[config.mk]
export PLATFORM = sky130hd
export DESIGN_NAME = gbk_text_layout_engine_unit
export DESIGN_NICKNAME = d
export VERILOG_FILES = /design/src/rtl/gtl_pkg.sv /design/src/rtl/gtl_ctrl.sv /design/src/rtl/gtl_dp.sv /design/src/rtl/gbk_text_layout_engine_unit.sv
export SDC_FILE = /design/constraint.sdc
export NUM_CORES = 1
export LEC_CHECK = 0
export ABC_CLOCK_PERIOD_IN_PS = 8400
export BUFFER_PORTS_ARGS = -buffer_cell sky130_fd_sc_hd__buf_2
export CAP_MARGIN = 20
export CORE_UTILIZATION = 45
export CTS_CLUSTER_SIZE = 16
export DETAILED_ROUTE_END_ITERATION = 12
export PLACE_DENSITY_LB_ADDON = 0.25
export SETUP_SLACK_MARGIN = 0.05
export SKIP_LAST_GASP = 1
export SLEW_MARGIN = 20
export SYNTH_ARGS = -nofsm -noshare
export SYNTH_HDL_FRONTEND = slang
export SYNTH_HIERARCHICAL = 1
export SYNTH_SLANG_ARGS = --single-unit
[constraint.sdc]
create_clock -name clk -period 8.4 [get_ports clk]
set_input_delay 1.26 -clock clk [delete_from_list [all_inputs] [get_ports clk]]
set_output_delay 1.26 -clock clk [all_outputs]
set_load 0.05 [all_outputs]
[src/rtl/gtl_pkg.sv]
// Shared types, constants and helper functions of the GBK text layout engine.
`default_nettype none
package gtl_pkg;

	// Parameter defaults
	localparam int COORD_BITS_DEF      = 16;
	localparam int FLASH_ADDR_BITS_DEF = 24;

	// Fixed field widths
	localparam int COORD_FIELD_W = 16;
	localparam int ADDR_FIELD_W  = 24;
	localparam int CFG_DATA_W    = 24;
	localparam int CFG_IDX_W     = 3;
	// Compare width: 16-bit coordinate plus 16-bit extent, no overflow
	localparam int CMP_W         = COORD_FIELD_W + 2;
	// Linear glyph index 190*126+189 fits in 15 bits
	localparam int IDX_W         = 15;
	// Index times glyph bytes fits in 21 bits
	localparam int PROD_W        = 21;
	// Product plus 24-bit base
	localparam int SUM_W         = ADDR_FIELD_W + 1;
	localparam int MASK_W        = 33;

	// Register indexes
	localparam logic [CFG_IDX_W-1:0] REG_ORIGIN_X    = 3'd0;
	localparam logic [CFG_IDX_W-1:0] REG_ORIGIN_Y    = 3'd1;
	localparam logic [CFG_IDX_W-1:0] REG_AREA_WIDTH  = 3'd2;
	localparam logic [CFG_IDX_W-1:0] REG_AREA_HEIGHT = 3'd3;
	localparam logic [CFG_IDX_W-1:0] REG_FONT_SIZE   = 3'd4;
	localparam logic [CFG_IDX_W-1:0] REG_GLYPH_BASE  = 3'd5;

	// Register reset values
	localparam logic [15:0] AREA_WIDTH_RST  = 16'd240;
	localparam logic [15:0] AREA_HEIGHT_RST = 16'd320;
	localparam logic [1:0]  FONT_SIZE_RST   = 2'd1;

	// Font size selector codes
	localparam logic [1:0] FONT_12 = 2'd0;
	localparam logic [1:0] FONT_16 = 2'd1;
	localparam logic [1:0] FONT_24 = 2'd2;

	// Text byte codes
	localparam logic [7:0] BYTE_NUL     = 8'h00;
	localparam logic [7:0] BYTE_LF      = 8'h0A;
	localparam logic [7:0] BYTE_CR      = 8'h0D;
	localparam logic [7:0] ASCII_TOP    = 8'h80;
	localparam logic [7:0] LEAD_MIN     = 8'h81;
	localparam logic [7:0] TRAIL_MIN    = 8'h40;
	localparam logic [7:0] TRAIL_GAP    = 8'h7F;
	localparam logic [7:0] TRAIL_SHIFT  = 8'h41;
	localparam logic [7:0] CODE_INVALID = 8'hFF;
	localparam logic [7:0] ROW_CODES    = 8'd190;

	// Result kinds
	typedef enum logic [1:0] {
		KIND_ASCII = 2'd0,
		KIND_WIDE  = 2'd1,
		KIND_CLIP  = 2'd2,
		KIND_END   = 2'd3
	} kind_t;

	// Byte class decided in the wrap cycle
	typedef enum logic [2:0] {
		CLS_NONE,
		CLS_TERM,
		CLS_WIDE,
		CLS_ASCII,
		CLS_NEWLINE
	} cls_t;

	// Controller states
	typedef enum logic [1:0] {
		ST_IDLE,
		ST_WRAP,
		ST_EMIT
	} state_t;

	// Controller to datapath
	typedef struct packed {
		logic load;
		logic wrap;
		logic emit;
	} gtl_cmd_t;

	// Datapath to controller
	typedef struct packed {
		logic has_result;
		logic out_busy;
	} gtl_sts_t;

	// Glyph height in pixels
	function automatic logic [4:0] font_px(input logic [1:0] sel);
		logic [4:0] px;
		unique case (sel)
			FONT_12: px = 5'd12;
			FONT_16: px = 5'd16;
			default: px = 5'd24;
		endcase
		return px;
	endfunction

	// Bytes per wide glyph bitmap
	function automatic logic [6:0] glyph_bytes(input logic [1:0] sel);
		logic [6:0] nb;
		unique case (sel)
			FONT_12: nb = 7'd24;
			FONT_16: nb = 7'd32;
			default: nb = 7'd72;
		endcase
		return nb;
	endfunction

endpackage
`default_nettype wire

[src/rtl/gtl_ctrl.sv]
// Controller state machine: accept, wrap and emit sequencing.
`default_nettype none
module gtl_ctrl (
	input  wire logic             clk,
	input  wire logic             arst_n,
	input  wire logic             in_valid,
	output logic                  in_stall,
	input  wire gtl_pkg::gtl_sts_t sts,
	output gtl_pkg::gtl_cmd_t     cmd
);

	gtl_pkg::state_t state_q, state_d;
	logic            blocked;

	// Result waits when the output register is still held
	assign blocked = sts.has_result && sts.out_busy;

	// State register
	always_ff @(posedge clk or negedge arst_n) begin
		if (!arst_n) begin
			state_q <= gtl_pkg::ST_IDLE;
		end else begin
			state_q <= state_d;
		end
	end

	// Next state
	always_comb begin
		state_d = state_q;
		unique case (state_q)
			gtl_pkg::ST_IDLE: begin
				if (in_valid) begin
					state_d = gtl_pkg::ST_WRAP;
				end
			end
			gtl_pkg::ST_WRAP: begin
				state_d = gtl_pkg::ST_EMIT;
			end
			gtl_pkg::ST_EMIT: begin
				if (!blocked) begin
					state_d = in_valid ? gtl_pkg::ST_WRAP : gtl_pkg::ST_IDLE;
				end
			end
			default: begin
				state_d = gtl_pkg::ST_IDLE;
			end
		endcase
	end

	// Outputs
	always_comb begin
		in_stall = 1'b1;
		cmd      = '0;
		unique case (state_q)
			gtl_pkg::ST_IDLE: begin
				in_stall = 1'b0;
			end
			gtl_pkg::ST_WRAP: begin
				cmd.wrap = 1'b1;
			end
			gtl_pkg::ST_EMIT: begin
				cmd.emit = !blocked;
				in_stall = blocked;
			end
			default: begin
				in_stall = 1'b1;
			end
		endcase
		cmd.load = in_valid && !in_stall;
	end

endmodule
`default_nettype wire

[src/rtl/gtl_dp.sv]
// Datapath: config registers, cursor, glyph address and result register.
`default_nettype none
module gtl_dp #(
	parameter int COORD_BITS      = gtl_pkg::COORD_BITS_DEF,
	parameter int FLASH_ADDR_BITS = gtl_pkg::FLASH_ADDR_BITS_DEF
) (
	input  wire logic                                 clk,
	input  wire logic                                 arst_n,
	input  wire gtl_pkg::gtl_cmd_t                    cmd,
	output gtl_pkg::gtl_sts_t                         sts,
	input  wire logic                                 cfg_wr_en,
	input  wire logic [gtl_pkg::CFG_IDX_W-1:0]        cfg_index,
	input  wire logic [gtl_pkg::CFG_DATA_W-1:0]       cfg_data,
	input  wire logic [7:0]                           text_byte,
	input  wire logic                                 first_of_string,
	output logic                                      out_valid,
	input  wire logic                                 out_stall,
	output logic [1:0]                                result_kind,
	output logic [gtl_pkg::COORD_FIELD_W-1:0]         pos_x,
	output logic [gtl_pkg::COORD_FIELD_W-1:0]         pos_y,
	output logic [6:0]                                ascii_code,
	output logic [gtl_pkg::ADDR_FIELD_W-1:0]          glyph_address,
	output logic                                      blank_glyph
);

	localparam int CW = gtl_pkg::CMP_W;

	// Config registers
	logic [15:0] origin_x_q, origin_y_q, area_width_q, area_height_q;
	logic [1:0]  font_size_q;
	logic [23:0] glyph_base_q;

	// Layout state
	logic [COORD_BITS-1:0] cursor_x_q, cursor_y_q;
	logic                  lead_pending_q, stopped_q;
	logic [7:0]            lead_byte_q;

	// Accepted byte
	logic [7:0] byte_q;
	logic       first_q;

	// Wrap-cycle results
	gtl_pkg::cls_t             cls_q, cls_d;
	logic [gtl_pkg::IDX_W-1:0] idx_q;
	logic                      blank_q;

	// Output register
	logic                               out_valid_q;
	gtl_pkg::kind_t                     kind_q;
	logic [gtl_pkg::COORD_FIELD_W-1:0]  pos_x_q, pos_y_q;
	logic [6:0]                         ascii_q;
	logic [gtl_pkg::ADDR_FIELD_W-1:0]   addr_q;
	logic                               oblank_q;

	// Common signals
	logic [4:0]            px;
	logic [3:0]            half_px;
	logic [6:0]            gbytes;
	logic [COORD_BITS-1:0] ox, oy;

	assign px      = gtl_pkg::font_px(font_size_q);
	assign half_px = px[4:1];
	assign gbytes  = gtl_pkg::glyph_bytes(font_size_q);
	assign ox      = origin_x_q[COORD_BITS-1:0];
	assign oy      = origin_y_q[COORD_BITS-1:0];

	// Wrap cycle: apply string start, classify, wrap the cursor
	logic                  stopped_eff, lead_eff;
	logic [COORD_BITS-1:0] cx_eff, cy_eff, cx_wrap, cy_wrap;
	logic [4:0]            gw;
	logic                  do_wrap;
	logic                  blank_d;
	logic [6:0]            row;
	logic [7:0]            col;
	logic [gtl_pkg::IDX_W-1:0] idx_d;

	assign stopped_eff = first_q ? 1'b0 : stopped_q;
	assign lead_eff    = first_q ? 1'b0 : lead_pending_q;
	assign cx_eff      = first_q ? ox : cursor_x_q;
	assign cy_eff      = first_q ? oy : cursor_y_q;

	always_comb begin
		priority if (stopped_eff) begin
			cls_d = gtl_pkg::CLS_NONE;
		end else if (byte_q == gtl_pkg::BYTE_NUL) begin
			cls_d = gtl_pkg::CLS_TERM;
		end else if (lead_eff) begin
			cls_d = gtl_pkg::CLS_WIDE;
		end else if (byte_q > gtl_pkg::ASCII_TOP) begin
			cls_d = gtl_pkg::CLS_NONE;
		end else if (byte_q == gtl_pkg::BYTE_LF || byte_q == gtl_pkg::BYTE_CR) begin
			cls_d = gtl_pkg::CLS_NEWLINE;
		end else begin
			cls_d = gtl_pkg::CLS_ASCII;
		end
	end

	// Wrap when cursor + glyph width passes origin + width
	assign gw      = (cls_d == gtl_pkg::CLS_WIDE) ? px : {1'b0, half_px};
	assign do_wrap = (CW'(cx_eff) + CW'(gw)) > (CW'(ox) + CW'(area_width_q));
	assign cx_wrap = do_wrap ? ox : cx_eff;
	assign cy_wrap = do_wrap ? (cy_eff + COORD_BITS'(px)) : cy_eff;

	// Linear glyph index from lead and trail
	always_comb begin
		blank_d = (lead_byte_q < gtl_pkg::LEAD_MIN) || (byte_q < gtl_pkg::TRAIL_MIN) ||
			(byte_q == gtl_pkg::CODE_INVALID) || (lead_byte_q == gtl_pkg::CODE_INVALID);
		row     = 7'(lead_byte_q - gtl_pkg::LEAD_MIN);
		col     = (byte_q < gtl_pkg::TRAIL_GAP) ? (byte_q - gtl_pkg::TRAIL_MIN)
			: (byte_q - gtl_pkg::TRAIL_SHIFT);
		idx_d   = gtl_pkg::IDX_W'(row) * gtl_pkg::IDX_W'(gtl_pkg::ROW_CODES) +
			gtl_pkg::IDX_W'(col);
	end

	// Emit cycle: clip test and flash address
	logic                       clip;
	logic                       is_draw;
	logic [gtl_pkg::PROD_W-1:0] prod;
	logic [gtl_pkg::SUM_W-1:0]  sum;
	logic [gtl_pkg::MASK_W-1:0] sum_ext, fab_mask;
	logic [gtl_pkg::ADDR_FIELD_W-1:0] addr_d;

	assign is_draw = (cls_q == gtl_pkg::CLS_WIDE) || (cls_q == gtl_pkg::CLS_ASCII) ||
		(cls_q == gtl_pkg::CLS_NEWLINE);
	assign clip    = is_draw &&
		((CW'(cursor_y_q) + CW'(px)) > (CW'(oy) + CW'(area_height_q)));
	assign prod     = gtl_pkg::PROD_W'(idx_q) * gtl_pkg::PROD_W'(gbytes);
	assign sum      = gtl_pkg::SUM_W'(prod) + gtl_pkg::SUM_W'(glyph_base_q);
	assign sum_ext  = gtl_pkg::MASK_W'(sum);
	assign fab_mask = (gtl_pkg::MASK_W'(1) << FLASH_ADDR_BITS) - gtl_pkg::MASK_W'(1);
	assign addr_d   = blank_q ? '0 : gtl_pkg::ADDR_FIELD_W'(sum_ext & fab_mask);

	assign sts.has_result = (cls_q == gtl_pkg::CLS_TERM) || (cls_q == gtl_pkg::CLS_WIDE) ||
		(cls_q == gtl_pkg::CLS_ASCII) || (cls_q == gtl_pkg::CLS_NEWLINE && clip);
	assign sts.out_busy   = out_valid_q && out_stall;

	// Config writes
	always_ff @(posedge clk or negedge arst_n) begin
		if (!arst_n) begin
			origin_x_q    <= '0;
			origin_y_q    <= '0;
			area_width_q  <= gtl_pkg::AREA_WIDTH_RST;
			area_height_q <= gtl_pkg::AREA_HEIGHT_RST;
			font_size_q   <= gtl_pkg::FONT_SIZE_RST;
			glyph_base_q  <= '0;
		end else if (cfg_wr_en) begin
			unique case (cfg_index)
				gtl_pkg::REG_ORIGIN_X:    origin_x_q    <= cfg_data[15:0];
				gtl_pkg::REG_ORIGIN_Y:    origin_y_q    <= cfg_data[15:0];
				gtl_pkg::REG_AREA_WIDTH:  area_width_q  <= cfg_data[15:0];
				gtl_pkg::REG_AREA_HEIGHT: area_height_q <= cfg_data[15:0];
				gtl_pkg::REG_FONT_SIZE:   font_size_q   <= cfg_data[1:0];
				gtl_pkg::REG_GLYPH_BASE:  glyph_base_q  <= cfg_data[23:0];
				default: ;
			endcase
		end
	end

	// Input capture
	always_ff @(posedge clk) begin
		if (cmd.load) begin
			byte_q  <= text_byte;
			first_q <= first_of_string;
		end
	end

	// Wrap-cycle payload
	always_ff @(posedge clk) begin
		if (cmd.wrap) begin
			idx_q   <= idx_d;
			blank_q <= blank_d;
		end
	end

	// Layout state update
	always_ff @(posedge clk or negedge arst_n) begin
		if (!arst_n) begin
			cursor_x_q     <= '0;
			cursor_y_q     <= '0;
			lead_pending_q <= 1'b0;
			lead_byte_q    <= '0;
			stopped_q      <= 1'b1;
			cls_q          <= gtl_pkg::CLS_NONE;
		end else if (cmd.wrap) begin
			cls_q          <= cls_d;
			stopped_q      <= stopped_eff;
			lead_pending_q <= lead_eff;
			if (cls_d == gtl_pkg::CLS_WIDE || cls_d == gtl_pkg::CLS_ASCII ||
				cls_d == gtl_pkg::CLS_NEWLINE) begin
				cursor_x_q <= cx_wrap;
				cursor_y_q <= cy_wrap;
			end else begin
				cursor_x_q <= cx_eff;
				cursor_y_q <= cy_eff;
			end
			if (!stopped_eff) begin
				if (cls_d == gtl_pkg::CLS_TERM || cls_d == gtl_pkg::CLS_WIDE) begin
					lead_pending_q <= 1'b0;
				end else if (cls_d == gtl_pkg::CLS_NONE) begin
					lead_pending_q <= 1'b1;
					lead_byte_q    <= byte_q;
				end
			end
		end else if (cmd.emit) begin
			priority if (cls_q == gtl_pkg::CLS_TERM || clip) begin
				stopped_q <= 1'b1;
			end else if (cls_q == gtl_pkg::CLS_WIDE) begin
				cursor_x_q <= cursor_x_q + COORD_BITS'(px);
			end else if (cls_q == gtl_pkg::CLS_ASCII) begin
				cursor_x_q <= cursor_x_q + COORD_BITS'(half_px);
			end else if (cls_q == gtl_pkg::CLS_NEWLINE) begin
				cursor_x_q <= ox;
				cursor_y_q <= cursor_y_q + COORD_BITS'(px);
			end else begin
				stopped_q <= stopped_q;
			end
		end
	end

	// Result valid
	always_ff @(posedge clk or negedge arst_n) begin
		if (!arst_n) begin
			out_valid_q <= 1'b0;
		end else if (cmd.emit && sts.has_result) begin
			out_valid_q <= 1'b1;
		end else if (!out_stall) begin
			out_valid_q <= 1'b0;
		end
	end

	// Result payload
	always_ff @(posedge clk) begin
		if (cmd.emit && sts.has_result) begin
			pos_x_q  <= gtl_pkg::COORD_FIELD_W'(cursor_x_q);
			pos_y_q  <= gtl_pkg::COORD_FIELD_W'(cursor_y_q);
			ascii_q  <= '0;
			addr_q   <= '0;
			oblank_q <= 1'b0;
			priority if (clip) begin
				kind_q <= gtl_pkg::KIND_CLIP;
			end else if (cls_q == gtl_pkg::CLS_TERM) begin
				kind_q <= gtl_pkg::KIND_END;
			end else if (cls_q == gtl_pkg::CLS_WIDE) begin
				kind_q   <= gtl_pkg::KIND_WIDE;
				addr_q   <= addr_d;
				oblank_q <= blank_q;
			end else begin
				kind_q  <= gtl_pkg::KIND_ASCII;
				ascii_q <= byte_q[6:0];
			end
		end
	end

	assign out_valid     = out_valid_q;
	assign result_kind   = kind_q;
	assign pos_x         = pos_x_q;
	assign pos_y         = pos_y_q;
	assign ascii_code    = ascii_q;
	assign glyph_address = addr_q;
	assign blank_glyph   = oblank_q;

endmodule
`default_nettype wire

[src/rtl/gbk_text_layout_engine_unit.sv]
// A byte is captured when accepted, passes the wrap state, and the emit state
// then registers its result. The next byte is accepted during the emit state.
// Cursor loop: wrap, then clip and advance; the glyph multiply spans both.
// A full output register holds the emit cycle until the result is taken.
// Reset: registers take their defaults, cursor is zero, no result until a
// byte with first_of_string set.
`default_nettype none
module gbk_text_layout_engine_unit #(
	parameter int COORD_BITS      = gtl_pkg::COORD_BITS_DEF,
	parameter int FLASH_ADDR_BITS = gtl_pkg::FLASH_ADDR_BITS_DEF
) (
	input  wire logic                            clk,
	input  wire logic                            arst_n,
	input  wire logic                            cfg_wr_en,
	input  wire logic [gtl_pkg::CFG_IDX_W-1:0]   cfg_index,
	input  wire logic [gtl_pkg::CFG_DATA_W-1:0]  cfg_data,
	input  wire logic                            in_valid,
	output logic                                 in_stall,
	input  wire logic [7:0]                      text_byte,
	input  wire logic                            first_of_string,
	output logic                                 out_valid,
	input  wire logic                            out_stall,
	output logic [1:0]                           result_kind,
	output logic [gtl_pkg::COORD_FIELD_W-1:0]    pos_x,
	output logic [gtl_pkg::COORD_FIELD_W-1:0]    pos_y,
	output logic [6:0]                           ascii_code,
	output logic [gtl_pkg::ADDR_FIELD_W-1:0]     glyph_address,
	output logic                                 blank_glyph
);

	gtl_pkg::gtl_cmd_t cmd;
	gtl_pkg::gtl_sts_t sts;

	// Sequencer
	gtl_ctrl u_ctrl (
		.clk      (clk),
		.arst_n   (arst_n),
		.in_valid (in_valid),
		.in_stall (in_stall),
		.sts      (sts),
		.cmd      (cmd)
	);

	// Cursor and address datapath
	gtl_dp #(
		.COORD_BITS      (COORD_BITS),
		.FLASH_ADDR_BITS (FLASH_ADDR_BITS)
	) u_dp (
		.clk             (clk),
		.arst_n          (arst_n),
		.cmd             (cmd),
		.sts             (sts),
		.cfg_wr_en       (cfg_wr_en),
		.cfg_index       (cfg_index),
		.cfg_data        (cfg_data),
		.text_byte       (text_byte),
		.first_of_string (first_of_string),
		.out_valid       (out_valid),
		.out_stall       (out_stall),
		.result_kind     (result_kind),
		.pos_x           (pos_x),
		.pos_y           (pos_y),
		.ascii_code      (ascii_code),
		.glyph_address   (glyph_address),
		.blank_glyph     (blank_glyph)
	);

endmodule
`default_nettype wire

==> metrics <==
status=complete, no violations; R2R Path End=u_dp/glyph_address[21]$_SDFFCE_PP0P_; flop-to-flop setup slack=1570 ps; mean routed wirelength per cell=17.5 microns; Arrival @ worst endpoint=5760 ps; antenna viol nets, final=0; final WL=40900 microns; Crit. End Element=output port; top cells by count, synth=ha_1, nand2_1, dfrtp_1; Initial Util=46.1%; Initial DRC Count=671; Slew headroom=26.6%; Synth Instances=1708; Worst Path Required=7140 ps; period utilisation layout=83.6%; Reg2Reg Depth=22; Ys Warns=6; r2r startpoint=u_dp/font_size_q[1]$_DFFE_PN0P_; pin count of the biggest net entering global routing=77; asr flop ratio synth=60.3%; Max-Cap Viols=0; GRT Util Overall=21.1%; IO Pins=109; drt via density=5.43; 1st-pass router iterations=5; Mapped Area=0.0175 sq mm; P&R area growth vs syn=11.6%; Hold-fix buffers, CTS=0; routed via count=12700; critical path class=register to output port; number of synthesized flops with an enable pin=91; Post-CTS Setup Repair Bufs=0; startpoint types=register; predominant post-synthesis flop cell=dfrtp_1; final hold vios=0; layout cells sized above 1=17.3%; clk_lat worst skew=550 ps; global-route wire length before repair=66600 microns; Yosys top cell area share=18.6%; Final Skew=12.1 ps; vias in the first global route=12600; CP endpoint=in_stall; total grt overflow=0; Yosys reg bits=229; synthesized area per cell=10.3 sq um; clk sinks=229; Distinct cells, synth=80; # setup viols final=0; Placeable Area=0.0380 sq mm; die footprint=0.0398 sq mm; fillcell total=3492; unrepaired setup endpoints after global routing=false; Hold Slack=458 ps; htree depth=1; Post-Syn Nets=1999; Setup crit start=u_dp/font_size_q[1]$_DFFE_PN0P_; Hold WC Path Type=register to register; CTS tree=done; register area share after synthesis=35.3%; Total Neg Setup Slack=0 ps; routability cong.=0.878; top-count cell post-synth=ha_1; Synth area leader=dfrtp_1; Port Buffers=108; Reg area=0.00620 sq mm; Rows=71; post-cts sizing count=0; Slew Limit Fails=0; DRC errors left=0; post-route cell area=0.0196 sq mm; ranking of synthesized cells by area=dfrtp_1, edfxtp_1, ha_1; area post-placement=0.0186 sq mm; Die X-Extent=199 microns; CTS Buf Count=26; Die Height=199 microns; initial antenna violation count=1; Worst-path clk slew=60 ps; DP HPWL=31000 microns; worst-path maximum fanout=23; Multi-input gate area=0.0107 sq mm; Root Buffer=clkbuf_16; max frequency=142 MHz; Tmin final=7020 ps; Final nets=2094; slew of the pin with the lowest slew margin=1100 ps; CTS max path bufs=3
-- routing by layer --
layer | vias to the layer above | GRT usage [%] | wire (microns)
met1 | 6179 | 30.3 | 20300
met2 | 213 | 34.1 | 18400
met3 | 46 | 2.46 | 1510
li1 | 6244 | - | -
met5 | - | 0 | 0
met4 | 0 | 4.78 | 633
-- how the worst min path moves through the flow --
stage	startpoint	end	slack (ps)	cells after the start
global route	u_dp/cursor_y_q[0]$_DFFE_PN0P_	u_dp/pos_y[0]$_DFFE_PP_	490	0
finish	u_dp/lead_byte_q[7]$_DFFE_PN0P_	u_dp/lead_byte_q[7]$_DFFE_PN0P_	460	1
global placement	u_dp/lead_byte_q[7]$_DFFE_PN0P_	u_dp/lead_byte_q[7]$_DFFE_PN0P_	450	1
detailed placement	u_dp/lead_byte_q[7]$_DFFE_PN0P_	u_dp/lead_byte_q[7]$_DFFE_PN0P_	440	1
CTS	u_dp/lead_byte_q[7]$_DFFE_PN0P_	u_dp/lead_byte_q[7]$_DFFE_PN0P_	460	1
floorplan	u_dp/cursor_x_q[12]$_DFFE_PN0P_	u_dp/pos_x[12]$_DFFE_PP_	420	0
-- area by class of cell --
cell class / instances / area share (%)
antenna: 1 / 0.0128
clock buffer: 30 / 3.67
clock inverter: 18 / 0.953
inverter: 128 / 2.46
multi-input combinational: 1297 / 54.6
sequential: 229 / 31.7
tap: 511 / 3.27
timing repair buffer: 121 / 3.35
-- placed cells by master (no fill, tap or decap), types with 64 or more instances in the layout --
cell type  Yosys  final
xor2_1        64     64
ha_1         198    198
edfxtp_1      91     91
xnor2_1       86     86
nand2_1      136    136
nor2_1       101    101
mux2_2       105    105
buf_2          8    107
a21oi_1       80     79
inv_1        128    128
o21ai_0       66     66
dfrtp_1      130    130
-- logic make-up after synthesis --
group                    share of synthesized area [%]
AO/OA/AOI/OAI                                     10.9
AND/OR/NAND/NOR                                   13.0
adder cells (fa/ha/maj)                           20.1
buffers and inverters                             4.04
multiplexers                                      9.17
XOR/XNOR                                          7.49
flip-flops                                        35.3
-- through the flow --
stage / instances / utilization (%) / worst slack (ps)
detailed placement: 2284 / 49.0 / 1280
global placement: 2283 / 49.0 / 1560
finish: 2335 / 51.4 / 1380
CTS: 2332 / 51.4 / 1300
global route: 2334 / 51.4 / 974
floorplan: 1708 / - / 1770
-- worst max-delay path, stage by stage (launching register included) --
cell	delay (ps)
dfrtp_1	690
nand2b_1	170
buf_4	280
inv_1	300
fa_1	510
nor2b_1	170
o2111a_1	260
and3_1	240
and3_1	230
and3_1	230
xor2_1	80
ha_1	300
nand4_1	90
and4bb_2	330
a221oi_1	90
o21a_1	200
or3_1	420
nand2_1	140
nand3_2	120
nand2b_1	100
buf_2	260
Power is left out: the tool's default activity adds up to more than one toggle a clock period on the data nets, which glitch-free logic cannot reach.
